### src/hw/rtl/bdq_pkg.sv
// Shared codes, widths and defaults for the bounded deque with search.
`timescale 1ns / 1ps

package bdq_pkg;

	localparam int DATA_W      = 32;
	localparam int MODE_W      = 3;
	localparam int STATUS_W    = 2;
	localparam int COUNT_OUT_W = 5;
	localparam int DEPTH_DEF   = 16;

	// operation codes
	localparam logic [MODE_W-1:0] MODE_PUSH_FRONT = 3'd0;
	localparam logic [MODE_W-1:0] MODE_PUSH_BACK  = 3'd1;
	localparam logic [MODE_W-1:0] MODE_POP_FRONT  = 3'd2;
	localparam logic [MODE_W-1:0] MODE_POP_BACK   = 3'd3;
	localparam logic [MODE_W-1:0] MODE_DELETE     = 3'd4;
	localparam logic [MODE_W-1:0] MODE_FIND       = 3'd5;

	// status codes
	localparam logic [STATUS_W-1:0] ST_OK    = 2'd0;
	localparam logic [STATUS_W-1:0] ST_EMPTY = 2'd1;
	localparam logic [STATUS_W-1:0] ST_FULL  = 2'd2;

	// value reported when nothing was popped
	localparam logic [DATA_W-1:0] NONE_VALUE = '1;

endpackage

### src/hw/rtl/bdq_mem.sv
// Entry store: one write port, one read port, registered read data.
`timescale 1ns / 1ps

module bdq_mem import bdq_pkg::*; #(
	parameter int DEPTH = DEPTH_DEF,
	parameter int AW    = $clog2(DEPTH)
) (
	input  logic              clk,
	input  logic              we,
	input  logic [AW-1:0]     waddr,
	input  logic [DATA_W-1:0] wdata,
	input  logic              re,
	input  logic [AW-1:0]     raddr,
	output logic [DATA_W-1:0] rdata
);

	logic [DATA_W-1:0] mem_q [DEPTH];

	// write entry
	always_ff @(posedge clk) begin
		if (we) begin
			mem_q[waddr] <= wdata;
		end
	end

	// read entry; read data is registered
	always_ff @(posedge clk) begin
		if (re) begin
			rdata <= mem_q[raddr];
		end
	end

endmodule

### src/hw/rtl/bounded_deque_with_search.sv
// Top level of the bounded deque with search: control, pointers and results.
`timescale 1ns / 1ps

// Bounded double-ended queue of signed 32-bit entries with delete-by-value
// and find. Entries live in a circular buffer in one synchronous memory; a
// head pointer and a count give the front and the back.
// Input: an item (mode, operand_value) is taken at a clock edge where start
// is high and busy is low. Output: each item gives exactly one result,
// shown for one cycle with done high: popped_value, found, status and
// entry_count (count after the item, low 5 bits). The receiver cannot stall.
// How each item runs, start edge to done cycle:
//   push front / push back, full pushes, empty pops, unused modes, and find
//     or delete on an empty store: no memory read, and a new item may follow at once.
//   pop front / pop back: one memory read, then the read data is handed out.
//   find: the scan reads one entry per cycle from the memory port, from the front
//     (position 0) on, and stops at the first match or after the back entry.
//   delete: as find to locate the entry, then each entry behind it is read and
//     written one place toward the front to close the gap.
// busy is high while a pop, find or delete is at work.
// Reset (arst_n low) empties the store at once; entry contents stay
// unknown and are never read before they are written.
module bounded_deque_with_search import bdq_pkg::*; #(
	parameter int DEPTH = DEPTH_DEF
) (
	input  logic                     clk,
	input  logic                     arst_n,
	input  logic                     start,
	output logic                     busy,
	input  logic [MODE_W-1:0]        mode,
	input  logic signed [DATA_W-1:0] operand_value,
	output logic                     done,
	output logic signed [DATA_W-1:0] popped_value,
	output logic                     found,
	output logic [STATUS_W-1:0]      status,
	output logic [COUNT_OUT_W-1:0]   entry_count
);

	localparam int AW = $clog2(DEPTH);
	localparam int CW = $clog2(DEPTH + 1);

	localparam logic [CW-1:0] DEPTH_C  = CW'(DEPTH);
	localparam logic [AW-1:0] LAST_PTR = AW'(DEPTH - 1);

	// controller states
	localparam logic [1:0] S_IDLE  = 2'd0;
	localparam logic [1:0] S_POP   = 2'd1;
	localparam logic [1:0] S_SCAN  = 2'd2;
	localparam logic [1:0] S_SHIFT = 2'd3;

	logic [1:0]        st_q;
	logic [AW-1:0]     head_q;
	logic [CW-1:0]     cnt_q;
	logic [MODE_W-1:0] op_q;
	logic [DATA_W-1:0] val_q;
	logic [CW-1:0]     idx_q;
	logic              pend_s1;
	logic [CW-1:0]     pend_idx_s1;

	logic                done_q;
	logic [DATA_W-1:0]   popped_q;
	logic                found_q;
	logic [STATUS_W-1:0] status_q;

	logic              mem_we;
	logic [AW-1:0]     mem_waddr;
	logic [DATA_W-1:0] mem_wdata;
	logic              mem_re;
	logic [AW-1:0]     mem_raddr;
	logic [DATA_W-1:0] mem_rdata;

	logic              accept;
	logic              is_full;
	logic              is_empty;
	logic [AW-1:0]     head_dec;
	logic [AW-1:0]     head_inc;
	logic [CW-1:0]     cnt_dec;
	logic              hit;
	logic              last_back;
	logic [CW+COUNT_OUT_W-1:0] cnt_ext;

	// map a logical position (below DEPTH) onto a memory address
	function automatic logic [AW-1:0] phys(input logic [AW-1:0] base,
		input logic [CW-1:0] pos);
		logic [AW+CW:0] sum;
		sum = (AW + CW + 1)'(base) + (AW + CW + 1)'(pos);
		if (sum >= (AW + CW + 1)'(DEPTH)) begin
			sum = sum - (AW + CW + 1)'(DEPTH);
		end
		return sum[AW-1:0];
	endfunction

	assign accept    = start && !busy;
	assign busy      = (st_q != S_IDLE);
	assign is_full   = (cnt_q >= DEPTH_C);
	assign is_empty  = (cnt_q == '0);
	assign cnt_dec   = cnt_q - CW'(1);
	assign head_dec  = (head_q == '0) ? LAST_PTR : head_q - AW'(1);
	assign head_inc  = (head_q == LAST_PTR) ? '0 : head_q + AW'(1);
	assign hit       = pend_s1 && (mem_rdata == val_q);
	assign last_back = pend_s1 && (pend_idx_s1 == cnt_dec);

	// memory port control
	always_comb begin
		mem_we    = 1'b0;
		mem_waddr = '0;
		mem_wdata = val_q;
		mem_re    = 1'b0;
		mem_raddr = '0;
		case (st_q)
			S_IDLE: begin
				if (accept && mode == MODE_PUSH_FRONT && !is_full) begin
					mem_we    = 1'b1;
					mem_waddr = head_dec;
					mem_wdata = operand_value;
				end else if (accept && mode == MODE_PUSH_BACK && !is_full) begin
					mem_we    = 1'b1;
					mem_waddr = phys(head_q, cnt_q);
					mem_wdata = operand_value;
				end else if (accept && mode == MODE_POP_FRONT && !is_empty) begin
					mem_re    = 1'b1;
					mem_raddr = head_q;
				end else if (accept && mode == MODE_POP_BACK && !is_empty) begin
					mem_re    = 1'b1;
					mem_raddr = phys(head_q, cnt_dec);
				end
			end
			S_SCAN: begin
				if (!hit && !last_back && idx_q < cnt_q) begin
					mem_re    = 1'b1;
					mem_raddr = phys(head_q, idx_q);
				end
			end
			S_SHIFT: begin
				// move the returned entry one place toward the front
				if (pend_s1) begin
					mem_we    = 1'b1;
					mem_waddr = phys(head_q, pend_idx_s1 - CW'(1));
					mem_wdata = mem_rdata;
				end
				if (!last_back && idx_q < cnt_q) begin
					mem_re    = 1'b1;
					mem_raddr = phys(head_q, idx_q);
				end
			end
			default: begin
			end
		endcase
	end

	bdq_mem #(
		.DEPTH (DEPTH),
		.AW    (AW)
	) u_mem (
		.clk   (clk),
		.we    (mem_we),
		.waddr (mem_waddr),
		.wdata (mem_wdata),
		.re    (mem_re),
		.raddr (mem_raddr),
		.rdata (mem_rdata)
	);

	// sequence items, advance pointers and post results
	always_ff @(posedge clk or negedge arst_n) begin
		if (!arst_n) begin
			st_q    <= S_IDLE;
			head_q  <= '0;
			cnt_q   <= '0;
			idx_q   <= '0;
			pend_s1 <= 1'b0;
			done_q  <= 1'b0;
		end else begin
			done_q  <= 1'b0;
			pend_s1 <= mem_re;
			if (mem_re) begin
				pend_idx_s1 <= idx_q;
			end
			case (st_q)
				S_IDLE: begin
					if (accept) begin
						op_q     <= mode;
						val_q    <= operand_value;
						popped_q <= NONE_VALUE;
						found_q  <= 1'b0;
						status_q <= ST_OK;
						idx_q    <= '0;
						case (mode)
							MODE_PUSH_FRONT: begin
								done_q <= 1'b1;
								if (is_full) begin
									status_q <= ST_FULL;
								end else begin
									head_q <= head_dec;
									cnt_q  <= cnt_q + CW'(1);
								end
							end
							MODE_PUSH_BACK: begin
								done_q <= 1'b1;
								if (is_full) begin
									status_q <= ST_FULL;
								end else begin
									cnt_q <= cnt_q + CW'(1);
								end
							end
							MODE_POP_FRONT, MODE_POP_BACK: begin
								if (is_empty) begin
									done_q   <= 1'b1;
									status_q <= ST_EMPTY;
								end else begin
									st_q <= S_POP;
								end
							end
							MODE_DELETE, MODE_FIND: begin
								if (is_empty) begin
									done_q <= 1'b1;
								end else begin
									st_q <= S_SCAN;
								end
							end
							default: begin
								done_q <= 1'b1;
							end
						endcase
					end
				end
				S_POP: begin
					// read data is back: hand it out and drop the entry
					popped_q <= mem_rdata;
					done_q   <= 1'b1;
					cnt_q    <= cnt_dec;
					if (op_q == MODE_POP_FRONT) begin
						head_q <= head_inc;
					end
					st_q <= S_IDLE;
				end
				S_SCAN: begin
					if (hit) begin
						found_q <= 1'b1;
						if (op_q == MODE_FIND) begin
							done_q <= 1'b1;
							st_q   <= S_IDLE;
						end else if (last_back) begin
							cnt_q  <= cnt_dec;
							done_q <= 1'b1;
							st_q   <= S_IDLE;
						end else begin
							idx_q <= pend_idx_s1 + CW'(1);
							st_q  <= S_SHIFT;
						end
					end else if (last_back) begin
						done_q <= 1'b1;
						st_q   <= S_IDLE;
					end else if (mem_re) begin
						idx_q <= idx_q + CW'(1);
					end
				end
				S_SHIFT: begin
					if (last_back) begin
						cnt_q  <= cnt_dec;
						done_q <= 1'b1;
						st_q   <= S_IDLE;
					end else if (mem_re) begin
						idx_q <= idx_q + CW'(1);
					end
				end
				default: begin
					st_q <= S_IDLE;
				end
			endcase
		end
	end

	assign cnt_ext      = {{COUNT_OUT_W{1'b0}}, cnt_q};
	assign done         = done_q;
	assign popped_value = popped_q;
	assign found        = found_q;
	assign status       = status_q;
	assign entry_count  = cnt_ext[COUNT_OUT_W-1:0];

	// count never passes the bound
	assert property (@(posedge clk) disable iff (!arst_n) cnt_q <= DEPTH_C)
		else $error("entry count above depth");

	// a push always answers on the next cycle
	assert property (@(posedge clk) disable iff (!arst_n)
		(accept && (mode == MODE_PUSH_FRONT || mode == MODE_PUSH_BACK)) |=> done)
		else $error("push result missing");

	// a scan read in flight always targets a stored entry
	assert property (@(posedge clk) disable iff (!arst_n)
		(pend_s1 && (st_q == S_SCAN || st_q == S_SHIFT)) |-> (pend_idx_s1 < cnt_q))
		else $error("scan read beyond the stored entries");

	// an empty-pop status comes only from an empty store
	assert property (@(posedge clk) disable iff (!arst_n)
		(done && status == ST_EMPTY) |-> (cnt_q == '0))
		else $error("empty status with entries present");

endmodule

### config.mk
export PLATFORM = sky130hd
export DESIGN_NAME = bounded_deque_with_search
export DESIGN_NICKNAME = d
export VERILOG_FILES = /design/src/hw/rtl/bdq_pkg.sv /design/src/hw/rtl/bdq_mem.sv /design/src/hw/rtl/bounded_deque_with_search.sv
export SDC_FILE = /design/constraint.sdc
export NUM_CORES = 1
export LEC_CHECK = 0
export ABC_AREA = 1
export BUFFER_PORTS_ARGS = -buffer_cell sky130_fd_sc_hd__buf_2
export CORE_AREA = 2 2 261 263
export CTS_BUF_LIST = sky130_fd_sc_hd__clkbuf_16
export DETAILED_ROUTE_END_ITERATION = 10
export DIE_AREA = 0 0 263 265
export SKIP_LAST_GASP = 1
export SLEW_MARGIN = 20
export SYNTH_ARGS = -nofsm -noshare
export SYNTH_HDL_FRONTEND = slang
export SYNTH_SLANG_ARGS = --single-unit
### constraint.sdc
create_clock -name clk -period 3.6 [get_ports clk]
set_input_delay 0.72 -clock clk [delete_from_list [all_inputs] [get_ports clk]]
set_output_delay 0.72 -clock clk [all_outputs]
set_load 0.05 [all_outputs]
=== Word level (Yosys, flattened, before mapping) ===
Memory sizes are Yosys's and may differ from the RTL's. A register that Yosys moved wholly into a read port is not among the register bits.
Cells that the tools add are included.

* Add/sub/neg operators: 15
* Multiply operators: 0
* Div/mod/pow operators: 0
* $lt $le $gt $ge: 6
* Eq/ne operators: 25
* Shift-type cells: 0
* Multiplexer cells: 77
* Bitwise logic cells: 0
* Reductions and logical operators: 39

{| class="wikitable"
|+ Operator list
! cell !! count
|-
| two-way mux 32 bit || 4
|-
| case mux 32 bit (2 select lines) || 2
|-
| two-way mux 4 bit || 19
|-
| two-way mux 5 bit || 12
|-
| equality test 32 bit || 1
|-
| adder 4 x 5 -> 6 bit || 4
|-
| greater-or-equal comparator 6 x 5 -> 1 bit (second input constant) || 4
|-
| two-way mux 1 bit || 20
|-
| case mux 5 bit (4 select lines) || 1
|-
| subtractor 4 x 1 -> 4 bit (second input constant) || 5
|-
| two-way mux 2 bit || 8
|-
| case mux 4 bit (2 select lines) || 2
|-
| adder 5 x 1 -> 5 bit (second input constant) || 3
|-
| case mux 5 bit (3 select lines) || 1
|-
| logical AND 1 bit || 14
|-
| != test 2 bit (second input constant) || 7
|-
| != test 3 bit (second input constant) || 4
|-
| case mux 4 bit (3 select lines) || 1
|-
| AND reduction 4 bit || 3
|-
| AND reduction 5 bit || 2
|-
| subtractor 5 x 1 -> 5 bit (second input constant) || 2
|-
| equality test 3 x 2 -> 1 bit (second input constant) || 3
|-
| equality test 3 bit (second input constant) || 3
|-
| case mux 2 bit (2 select lines) || 2
|-
| 24 further kinds || 35
|}

* Flip-flop bits (word level): 93
* Latch bits: 0
* RAM bits: 512
* Memory bits (read-only): 0
* Output and inout port bits: 42
* Word-level logic and storage cells: 175
* Memories: 1

{| class="wikitable"
|+ Memory list
! memory !! depth !! width !! read ports !! clocked after memory_dff !! wr ports !! line !! source
|-
| u_mem.mem_q || 16 || 32 || 1 || 1 || 1 || bdq_mem.sv:17 || <nowiki>logic [DATA_W-1:0] mem_q [DEPTH];</nowiki>
|}

=== Depth between registers and ports, before layout ===
* Word-level depth: 14
* Depth in mapped cells: 21

=== Modules after synthesis ===
From an unflattened synthesis, not the netlist that was laid out.

* Cell total of the unflattened synthesis: 2880
* Area total of the unflattened synthesis: 29251.8 µm²

{| class="wikitable"
|+ By module, submodules not included
! module !! times used !! cells each !! area an instance (µm²) !! sequential area each (µm²)
|-
| bdq_mem || 1 || 2120 || 23050.9 || 16335.7
|-
| bounded_deque_with_search || 1 || 760 || 6200.9 || 2702.6
|}

=== Worst setup path before layout ===
Ideal clock, no wire load.

* Path kind: register -> register
* From: register cnt_q[1], in the netlist entry_count[1]
* To: register idx_q[2]
* Library setup time: 0.117 ns
* Data arrival time: 4.212 ns
* Setup slack: -0.728 ns
* Stages on the path, launching flop included: 18
* Path buffers: 0
* Cell sequence: dfrtp_1 > inv_1 > ha_1 > inv_1 > nand2_1 > nand2_2 > xor2_1 > nor2_1 > nand3_1 > nor2_4 > nor2_4 > nand2_1 > a21oi_1 > nand2_1 > o21ai_0 > nand2_1 > nand2_1 > nand2_1

* Longest elaborated chain between the ends: 12

{| class="wikitable"
|+ RTL lines
! element !! line !! source
|-
| start, declared || bounded_deque_with_search.sv:52 || <nowiki>logic [CW-1:0] cnt_q;</nowiki>
|-
| start signal, assigned || bounded_deque_with_search.sv:194 || <nowiki>cnt_q <= cnt_q + CW'(1);</nowiki>
|-
| start signal, assigned || bounded_deque_with_search.sv:202 || <nowiki>cnt_q <= cnt_q + CW'(1);</nowiki>
|-
| start signal, assigned || bounded_deque_with_search.sv:230 || <nowiki>cnt_q <= cnt_dec;</nowiki>
|-
| subtractor 5 x 1 -> 5 bit or zero test 5 bit (tied branches) || bounded_deque_with_search.sv:96, bounded_deque_with_search.sv:95 ||
|-
| equality test 5 bit or zero test 1 bit (tied branches) || bounded_deque_with_search.sv:100, bounded_deque_with_search.sv:119, bounded_deque_with_search.sv:122 ||
|-
| logical AND 1 bit, on equally long branches || bounded_deque_with_search.sv:100, bounded_deque_with_search.sv:122 ||
|-
| zero test 1 bit or two-way mux 1 bit (tied branches) || bounded_deque_with_search.sv:128, bounded_deque_with_search.sv:140, bounded_deque_with_search.sv:122 ||
|-
| logical AND 1 bit or two-way mux 1 bit (tied branches) || bounded_deque_with_search.sv:128, bounded_deque_with_search.sv:119 ||
|-
| logical AND 1 bit or two-way mux 1 bit (tied branches) || bounded_deque_with_search.sv:128, bounded_deque_with_search.sv:115 ||
|-
| two-way mux 1 bit, on equally long branches || bounded_deque_with_search.sv:128, bounded_deque_with_search.sv:111 ||
|-
| case mux 1 bit (3 select lines) (*) || bounded_deque_with_search.sv:109 || <nowiki>case (st_q)</nowiki>
|-
| via mem_re || bounded_deque_with_search.sv:67 || <nowiki>logic mem_re;</nowiki>
|-
| two-way mux 5 bit (*) (2 in a row) || -- ||
|-
| two-way mux 5 bit || -- ||
|-
| case mux 5 bit (3 select lines) (*) || -- ||
|-
| end signal, assigned || bounded_deque_with_search.sv:247 || <nowiki>idx_q <= pend_idx_s1 + CW'(1);</nowiki>
|-
| end signal, assigned || bounded_deque_with_search.sv:254 || <nowiki>idx_q <= idx_q + CW'(1);</nowiki>
|-
| end signal, assigned || bounded_deque_with_search.sv:263 || <nowiki>idx_q <= idx_q + CW'(1);</nowiki>
|-
| end, declared || bounded_deque_with_search.sv:55 || <nowiki>logic [CW-1:0] idx_q;</nowiki>
|}

Mark *: on every way through the listed nets, which the timed path passes. The rest lies on a longest branch.
A chain may end at the register's enable or synchronous reset.

=== Final worst setup path ===
* From: register cnt_q[0], in the netlist entry_count[0]
* To: register u_mem.rdata[18], read port of u_mem.mem_q (data pin)

* Longest elaborated chain between the ends: 9

{| class="wikitable"
|+ RTL lines
! element !! line !! source
|-
| subtractor 5 x 1 -> 5 bit || bounded_deque_with_search.sv:96 || <nowiki>assign cnt_dec = cnt_q - CW'(1);</nowiki>
|-
| adder 4 x 5 -> 6 bit || bounded_deque_with_search.sv:85 || <nowiki>sum = (AW + CW + 1)'(base) + (AW + CW + 1)'(pos);</nowiki>
|-
| greater-or-equal comparator 6 x 5 -> 1 bit or subtractor 4 x 1 -> 4 bit (tied branches) || bounded_deque_with_search.sv:86, bounded_deque_with_search.sv:87 ||
|-
| two-way mux 4 bit || bounded_deque_with_search.sv:86 || <nowiki>if (sum >= (AW + CW + 1)'(DEPTH)) begin</nowiki>
|-
| two-way mux 4 bit || bounded_deque_with_search.sv:122 || <nowiki>end else if (accept && mode == MODE_POP_BACK && !is_empty) begin</nowiki>
|-
| two-way mux 4 bit || bounded_deque_with_search.sv:119 || <nowiki>end else if (accept && mode == MODE_POP_FRONT && !is_empty) begin</nowiki>
|-
| two-way mux 4 bit || bounded_deque_with_search.sv:115 || <nowiki>end else if (accept && mode == MODE_PUSH_BACK && !is_full) begin</nowiki>
|-
| two-way mux 4 bit || bounded_deque_with_search.sv:111 || <nowiki>if (accept && mode == MODE_PUSH_FRONT && !is_full) begin</nowiki>
|-
| case mux 4 bit (3 select lines) || bounded_deque_with_search.sv:109 ||
|-
| end, declared || bdq_mem.sv:14 || <nowiki>output logic [DATA_W-1:0] rdata</nowiki>
|}

Parallel ways exist; a longest one is shown, timed or not.

==> reports/summary.txt <==
WHS - 0.289 ns
relative slew slack - 34.3%
post-synthesis mux area share - 0%
First-pass DRT Iterations - 6
# IOs - 80
Post-Synthesis Net Count - 2952
Global Route Usage Sum - 24.8%
largest family of logic cells by synthesized area - simple AND/OR/NAND/NOR gates
reg2reg start - entry_count[0]
Post-synth top flop - edfxtp_1
Multi-input gate area - 0.00849 mm2
critical path capture point type - register
Setup Slack @ Placement - 0.112 ns
EDFF count, synth - 619
WL per Instance - 22.1 um
share of cells above drive strength 1 - 11.2%
total grt overflow - 0
CTS tree - built
Slew @ Worst Pin - 0.983 ns
Final nets - 3064
number of port buffers - 79
Req. time, crit path - 4.04 ns
Via density - 5.50
RSZ-0062 raised after global routing - yes
GPL Wtd Cong - 0.915
Post-Syn Area - 0.0299 mm2
CP startpoint kind - register
Placed Area - 0.0323 mm2
row cnt - 95
routed vias - 21.6k
min-delay worst type - input port to register
Seq cells post-synth - 637
Sink Count - 637
top achievable clock speed - 0.293 GHz
Critical Path Start - entry_count[0]
post-synthesis cell count - 2879
status - complete, no violations
Ant. Diodes - 0
Max Used Layer - met4
Post-DP HPWL - 52.4 mm
most frequent cells in the layout - 645 x nand3_1, 619 x edfxtp_1, 489 x inv_1, 470 x nand2_1, 160 x nand3b_1
filler cell count - 5891
post-synthesis compound-gate area fraction - 2.68%
Root Driver - clkbuf_16
Post-Synth Adder-Cell Area - 1.56%
power density over the cells - 852 mW/mm2
Area Overhead vs Synth - 15.8%
simple-gate share of the synthesized area - 22.4%
initial antenna violation count - 3
final setup fails - 0
vias in the first global route - 20.8k
H-tree levels - 3
CTS Buf Count - 70
Post-Syn Area per Cell - 10.4 um2
Warnings, synthesis - 0
Final period util - 94.9%
DRT iter0 DRCs - 2681
die height - 265 um
total power - 29.5 mW
initial core utilization - 44.8%
met3 wire len - 7.87 mm
first-pass GRT wire length - 131 mm
crit path time final - 3.42 ns
clk buf depth - 3
Yosys cell types - 45
crit path kind - register to register
worst vdd ir - 532 uV
PnR worst setup slack - 0.183 ns
most common cell after layout, fill and taps aside - nand3_1
Data arrival, critical path - 3.86 ns
MaxCap Viol Count - 0
core area - 0.0668 mm2
worst-path maximum fanout - 31
LEAKAGE - 14.0 nW
post-route ant nets - 0
Seq. cell area - 0.0190 mm2
HP Start - operand_value[20]
skew final - 0.0271 ns
largest net degree at the start of global routing - 100
drt drc - 0
Final Cell Area - 0.0347 mm2
die outline area - 0.0697 mm2
xor/xnor cell area share of the yosys netlist - 0.928%
Slew Limit Fails - 0
clock-pin transition on the worst setup and hold timing paths - 0.06 ns
clock latency on the worst-skew pair - 0.63 ns
Die Span X - 263 um
Post-Route WL - 86.7 mm
final hold vios - 0
sequential area share after synthesis - 63.6%
M1 WL - 37.5 mm
Met2 Routed Length - 39.3 mm
ys async rst share - 2.83%
## per-stage QoR
step / TNS [ns] / cells / utilization, %
after detailed placement: 0 / 3791 / 48.4
after global routing: -0.0565 / 3917 / 51.9
after CTS: 0 / 3917 / 51.9
after floorplan: -55.63 / 2879 / -
final: 0 / 3917 / 51.9
after global placement: 0 / 3791 / 48.4
## logic make-up after synthesis
group / count (synthesis)
xor+xnor: 30
flops: 637
buf+inv: 644
simple gates: 1385
fa+ha+maj: 35
compound gates: 148
## state kept, by name, indices dropped and copies added, names as in the netlist, 2 cells and up
register      count
st_q              2
status            2
head_q            4
popped_value     32
op_q              3
idx_q             5
val_q            32
pend_idx_s1       5
u_mem.rdata      32
entry_count       5
u_mem.mem_q     512
## layer usage
metal / vias to the layer above / GRT usage [%]
met4: 0 / 7.75
met3: 128 / 4.04
met5: - / 0
li1: 9975 / -
met1: 10400 / 35.6
met2: 1034 / 38.9
## final timing paths
path / end / slack, ns / cells past startpoint
worst min-delay path: val_q[20] / 0.29 / 1
max in group asynchronous: idx_q[4] / 2.65 / 3
worst max register to register: u_mem.rdata[18] / 0.18 / 14
worst max-delay path: u_mem.rdata[18] / 0.18 / 14
worst min register to register: popped_value[16] / 0.55 / 2
min in group asynchronous: head_q[3] / 0.50 / 2
## cell usage after synthesis, types with 3 or more instances
cell	instances	area (um2)
buf_1	9	33.8
nand3_2	3	30.0
nand4_1	7	43.8
nand2_2	4	25.0
buf_6	4	45.0
edfxtp_1	619	18600
xor2_1	16	140
o2111ai_1	4	35.0
fa_1	4	80.1
a21oi_1	24	120
a22oi_1	4	30.0
xnor2_1	12	105
nand2_1	473	1780
nand3b_1	160	1200
o21ai_1	4	20.0
buf_2	72	360
buf_4	24	180
clkinv_1	3	11.3
nor2_1	71	267
nand3_1	645	3230
clkbuf_1	50	188
o21ai_0	99	495
inv_2	5	18.8
inv_1	477	1790
dfrtp_1	18	450
ha_1	31	388
nor3_1	10	50.1
nor4_1	3	18.8
## worst max-delay path: stages (launching register included)
cell and delay (ns):
dfrtp_1 0.48, inv_2 0.15, ha_1 0.35, inv_1 0.09, fa_1 0.49, nor2_1 0.05, nor2_1 0.08, o21ai_0 0.23
a21oi_4 0.29, buf_12 0.27, buf_12 0.23, nand3_1 0.11, nand3_1 0.09, nand3_1 0.07, nand2_1 0.22
## final cells by class
class / instances / area share [%]
multi-input cells: 1598 / 24.5
clock inverters: 55 / 1.58
well taps: 873 / 3.15
repair buffers: 199 / 5.50
flip-flops and latches: 637 / 54.9
inverters: 485 / 5.28
clock buffers: 70 / 5.05
## repair_timing
action / 4_1_cts / 5_1_grt
gates resized for setup: 0 / 3
endpoints found under the setup margin: 0 / 20
hold buffers: 1 / 0
setup buffers: 0 / 0
hold endpoints to repair: 9 / 0
## report_power, final
part / total [mW] / switching, mW / internal, mW / leakage (nW)
combinational: 11.8 / 8.50 / 3.25 / 6.99
clock: 7.14 / 3.05 / 4.10 / 1.15
sequential: 10.6 / 0.565 / 10.1 / 5.82
total: 29.5 / 12.1 / 17.4 / 14.0
Power figures use the tool's default switching activity.
